## src/hw/rtl/tsr_pkg.sv

```systemverilog
`timescale 1ns / 1ps
// ----------------------------------------------------------------------------
// tsr_pkg: shared types and constants
// Register indexes, input kinds, reset values and the control bundle
// passed from the trigger controller to the datapath.
// ----------------------------------------------------------------------------
package tsr_pkg;

	localparam int unsigned IDX_W  = 13;  // play index / length width
	localparam int unsigned GAIN_W = 17;  // magnitude of a 16-bit sample
	localparam int unsigned CNT_W  = 10;  // window and warmup counters
	localparam int unsigned GAIN_SHIFT = 15;

	localparam logic [CNT_W-1:0] COUNT_MAX = 10'd1023;

	// configuration register indexes
	localparam logic [1:0] REG_THRESHOLD = 2'd0;
	localparam logic [1:0] REG_LENGTH    = 2'd1;
	localparam logic [1:0] REG_WINDOW    = 2'd2;

	// input item kinds (tuser)
	localparam logic ACT_LOAD  = 1'b0;
	localparam logic ACT_AUDIO = 1'b1;

	localparam logic signed [15:0] THRESHOLD_RST = 16'sd1000;
	localparam logic [IDX_W-1:0]   LENGTH_RST    = 13'd0;
	localparam logic [CNT_W-1:0]   WINDOW_RST    = 10'd500;

	typedef struct packed {
		logic              play;  // output carries a scaled word
		logic              hit;   // playback starts here
		logic [IDX_W-1:0]  idx;   // store word to read
		logic [GAIN_W-1:0] gain;
	} play_t;

endpackage

```

## src/hw/rtl/tsr_ctrl.sv

```systemverilog
`timescale 1ns / 1ps
// ----------------------------------------------------------------------------
// tsr_ctrl: trigger, peak window and playback control
// Advances the window, playback and warmup state by one audio sample per
// step and tells the datapath which word to read and with what gain.
// ----------------------------------------------------------------------------
module tsr_ctrl #(
	parameter int unsigned SAMPLE_DEPTH = 4096
) (
	input  logic                                clk,
	input  logic                                arst_n,
	input  logic                                step,
	input  logic signed [15:0]                  sample,
	input  logic signed [15:0]                  threshold,
	input  logic [tsr_pkg::IDX_W-1:0]           sample_length,
	input  logic [tsr_pkg::CNT_W-1:0]           peak_window,
	output tsr_pkg::play_t                      ctl
);

	localparam logic [16:0] DEPTH_17 = 17'(SAMPLE_DEPTH);

	logic [tsr_pkg::CNT_W-1:0]  wc_q, wc_n, wc_inc, wu_q, win;
	logic                       wa_q, wa_n, pa_q, pa_n, start;
	logic [tsr_pkg::GAIN_W-1:0] peak_q, peak_n, gain_q, gain_n, mag;
	logic [tsr_pkg::IDX_W-1:0]  pidx_q, pidx_n, pidx_cur, len;
	logic signed [16:0]         x17;
	logic                       pa_cur, rd, mask;

	always_comb begin
		win = (peak_window == '0) ? tsr_pkg::CNT_W'(1) : peak_window;
		len = ({4'b0, sample_length} > DEPTH_17) ? tsr_pkg::IDX_W'(SAMPLE_DEPTH)
		                                          : sample_length;
		x17 = 17'(sample);
		mag = (x17 < 0) ? tsr_pkg::GAIN_W'(-x17) : tsr_pkg::GAIN_W'(x17);
		wc_inc = (wc_q < tsr_pkg::COUNT_MAX) ? wc_q + 1'b1 : wc_q;

		wa_n = wa_q;
		wc_n = wc_q;
		peak_n = peak_q;
		start = 1'b0;
		if (wa_q) begin
			if (wc_q == '0) begin
				wa_n = 1'b0;   // extra blocked sample
			end else begin
				if (mag > peak_q) begin
					peak_n = mag;
				end
				wc_n = wc_inc;
				start = (wc_inc >= win);
			end
		end else if (sample > threshold) begin
			wa_n = 1'b1;
			peak_n = mag;
			wc_n = tsr_pkg::CNT_W'(1);
			start = (win == tsr_pkg::CNT_W'(1));
		end

		pa_cur = pa_q;
		pidx_cur = pidx_q;
		gain_n = gain_q;
		if (start) begin
			wc_n = '0;
			pidx_cur = '0;
			gain_n = peak_n;
			pa_cur = 1'b1;
		end

		rd = 1'b0;
		pa_n = pa_cur;
		pidx_n = pidx_cur;
		if (pa_cur) begin
			if (pidx_cur < len) begin
				rd = 1'b1;
				pidx_n = pidx_cur + 1'b1;
				if (pidx_n >= len) begin
					pa_n = 1'b0;
				end
			end else begin
				pa_n = 1'b0;
			end
		end

		mask = (wu_q < win - 1'b1);
		ctl.play = rd && !mask;
		ctl.hit  = start && !mask;
		ctl.idx  = pidx_cur;
		ctl.gain = gain_n;
	end

	always_ff @(posedge clk or negedge arst_n) begin
		if (!arst_n) begin
			wc_q   <= '0;
			wa_q   <= 1'b0;
			peak_q <= '0;
			pa_q   <= 1'b0;
			pidx_q <= '0;
			gain_q <= '0;
			wu_q   <= '0;
		end else if (step) begin
			wc_q   <= wc_n;
			wa_q   <= wa_n;
			peak_q <= peak_n;
			pa_q   <= pa_n;
			pidx_q <= pidx_n;
			gain_q <= gain_n;
			if (wu_q < tsr_pkg::COUNT_MAX) begin
				wu_q <= wu_q + 1'b1;
			end
		end
	end

	// the counter is parked at zero whenever no window is open
	a_idle_count: assert property (@(posedge clk) disable iff (!arst_n)
		!wa_q |-> wc_q == '0)
		else $error("window count nonzero outside a window");

	// a new playback reads its first word unless the length is zero
	a_start_read: assert property (@(posedge clk) disable iff (!arst_n)
		step && start |-> (rd == (len != '0)) && pidx_cur == '0)
		else $error("playback start does not read word zero");

	// the gain never exceeds the magnitude of a full-scale sample
	a_gain_range: assert property (@(posedge clk) disable iff (!arst_n)
		gain_q <= tsr_pkg::GAIN_W'(32768))
		else $error("gain out of range");

endmodule

```

## config.mk

```make
export PLATFORM = sky130hd
export DESIGN_NAME = tsr_ctrl
export DESIGN_NICKNAME = d
export VERILOG_FILES = /design/src/hw/rtl/tsr_pkg.sv /design/src/hw/rtl/tsr_ctrl.sv
export SDC_FILE = /design/constraint.sdc
export NUM_CORES = 1
export LEC_CHECK = 0
export BUFFER_PORTS_ARGS = -buffer_cell sky130_fd_sc_hd__buf_4
export CORE_MARGIN = 3
export CORE_UTILIZATION = 60
export CTS_BUF_LIST = sky130_fd_sc_hd__clkbuf_8
export CTS_CLUSTER_DIAMETER = 80
export CTS_CLUSTER_SIZE = 20
export DETAILED_ROUTE_END_ITERATION = 8
export GPL_TIMING_DRIVEN = 0
export PLACE_DENSITY_LB_ADDON = 0.1
export SYNTH_ARGS = -nofsm -noshare
export SYNTH_HDL_FRONTEND = slang
export SYNTH_SLANG_ARGS = --single-unit
```

## constraint.sdc

```tcl
create_clock -name clk -period 6.15 [get_ports clk]
set_input_delay 0.3075 -clock clk [delete_from_list [all_inputs] [get_ports clk]]
set_output_delay 0.3075 -clock clk [all_outputs]
set_load 0.01 [all_outputs]
```

==> metrics.csv <==
metric;value;unit
Worst-Skew Late Latency;0.34;ns
Non-Filler Instances;989;
Yosys cell types;66;
Achievable Freq;170;MHz
CP max FO;10;
DRT antenna net count;0;
Worst EP required;5.84;ns
Final period util;95.5;%
Worst-Margin Slew;0.908;ns
commonest non-fill, non-tap cell in the layout;buf_4;
Worst Reg-to-Reg Cells;27;
mapped cell area;0.00615;mm²
reg-to-reg endpoint;pa_q;
GR Overflow Total;0;
Clock Skew;0.00935;ns
WHS;0.0828;ns
switching share of power;40.0;%
vias in the first global route;5724;
overall power;1.69;mW
# hold bufs at CTS;0;
Crit. End Element;output port;
flop2flop setup slack;0.35;ns
initial antenna violation count;0;
# port buffers;89;
drt pass-1 iters;5;
Filler Cell Count;743;
status;completed;
Num CTS Buffers;9;
top_reg_cell synth;dfrtp_1;
sequential-to-total area share from yosys stat;28.1;%
die area;0.0115;mm²
Mapped Nets;889;
final net count;993;
Die H;107;µm
hpwl dp;12.9;mm
FFs w/ async S/R, synth;100;%
Leak;3.62;nW
Synth Warn #;0;
clk buf depth;2;
gpl congestion;0.949;
net switching power;678;µW
Setup CP Type;flip-flop to output port;
synthesized flop and latch total;69;
Tot GR Track Use;28.5;%
max cap viols;0;
Post-synth EDFFs;0;
Synth Instances;748;
final hold viol count;0;
Die W;107;µm
Worst EP arrival;5.57;ns
TritonCTS clock tree;yes;
Via density;6.02;
drt total wl;16.3;mm
worst rel slew slack;39.5;%
site row count;36;
DR iter-0 viols;381;
Area Growth Syn to Fin;18.2;%
Final Max Slew Viols;0;
Worst Setup EP;ctl[31];
DR WL/cell;16.5;µm
# diodes;0;
Residual DRC;0;
Clk network pwr share;18.3;%
Avg Inst Size Synth;8.22;µm²
root buffer cell;clkbuf_8;
largest net degree at the start of global routing;70;
total core area;0.00986;mm²
Initial Utilization;62.4;%
I/O pin cnt;90;
clock sinks;69;
endpoints failing setup;0;
most frequent cells in the layout;buf_4 (94), nand2_1 (92), ha_1 (81);
first-pass GRT wire length;26.6;mm
Reg power frac;37.1;%
routed vias;5950;
worst vdd ir;134;µV
layout cell share with drive strength beyond 1;17.1;%
Min-Delay Path Class;input pin to async pin;
internal power;1.02;mW
PwrDens;233;mW/mm²
Tmin final;5.87;ns
H-Tree Depth;3;
CP startpoint;wc_q[3];
CP Launch Type;flip-flop;
dpl cells;970;
Gate power share;44.5;%
worst r2r src;wc_q[3];
CTS clk-pin slew, worst paths;0.07;ns
synth_stat cells, types with 10 or more instances:
library cell	number	area, µm²
a21oi_1	35	175
and3_1	20	125
clkbuf_1	16	60.1
dfrtp_1	69	1730
ha_1	83	1040
inv_1	56	210
mux2i_1	17	170
nand2_1	93	349
nand3_1	25	125
nor2_1	62	233
nor3_1	12	60.1
o21a_1	10	75.1
o21ai_0	55	275
o21ai_1	18	90.1
xnor2_1	36	315
how the worst min path moves through the flow:
stage                       to  slack (ns)  depth (start not counted)
floorplan            gain_q[0]        0.01                          0
global placement    gain_q[16]        0.46                          2
detailed placement   gain_q[4]        0.47                          2
CTS                 gain_q[10]        0.12                          1
global route         gain_q[9]        0.16                          1
finish               gain_q[9]        0.08                          1
layer usage:
| layer | wire (µm) | track usage, % |
|---|---|---|
| met5 | 0 | 0 |
| met4 | 451 | 10.1 |
| met3 | 1010 | 4.44 |
| met2 | 7810 | 49.0 |
| met1 | 7050 | 36.4 |
sequential cells by signal, summed over array words and instances (netlist names):
name and cells:
pidx_q 13, peak_q 17, wa_q 1, wc_q 10, pa_q 1, gain_q 17, wu_q 10
kinds of logic after synthesis:
group	share of synthesized area, %
xor+xnor	6.41
flops	28.1
simple gates	20.5
other cells	0.0610
mux	3.13
compound gates	19.7
buf+inv	5.31
fa+ha+maj	16.9
per-stage QoR:
step                setup slack, ns  TNS [ns]  cell area [µm²]  utilization [%]
floorplan                     0.772         0             6150                -
global placement             -0.306     -2.34             6990             70.8
detailed placement           -0.465     -4.43             6990             70.8
CTS                         0.00327         0             7180             72.8
global route                -0.0168   -0.0168             7270             73.7
finish                        0.277         0             7270             73.7
worst max-delay path, stage by stage, from the launching register on:
cell,delay (ns)
dfrtp_1,0.49
nand4_1,0.13
buf_4,0.18
nor3_4,0.26
nor2_1,0.11
nand3_1,0.14
xnor2_2,0.15
ha_1,0.28
a211oi_1,0.20
o21ai_0,0.15
o2111ai_2,0.12
a21o_1,0.20
clkbuf_4,0.24
clkbuf_4,0.24
and3_1,0.24
ha_1,0.24
nor2b_1,0.12
o21ai_0,0.16
a21oi_1,0.14
o31a_1,0.37
o31ai_4,0.31
nand2_1,0.11
o21ai_2,0.20
o21ai_0,0.13
nor2_1,0.15
buf_4,0.14
timing repair:
action | in CTS | in global routing
resized for setup | 10 | 13
buffers inserted | 0 | 4
pin swaps | 0 | 4
endpoints found under the setup margin | 15 | 5
power by group through the flow:
stage          sequential, mW  combinational [mW]  clock, mW
4_1_cts                 0.626               0.741      0.316
6_report                0.629               0.754      0.311
3_3_place_gp            0.626               0.691          0
2_1_floorplan           0.611               0.523          0
5_1_grt                 0.641               0.852      0.334
3_5_place_dp            0.634               0.731          0
area by class of cell:
type / instances / area (µm²) / share of cell area, %
buffer: 26 / 124 / 1.70
clock buffer: 10 / 138 / 1.89
sequential: 69 / 1730 / 23.7
timing repair buffer: 93 / 698 / 9.60
tap: 133 / 166 / 2.29
multi-input combinational: 597 / 4190 / 57.6
clock inverter: 5 / 21.3 / 0.292
inverter: 56 / 210 / 2.89
Power figures use the tool's default switching activity.
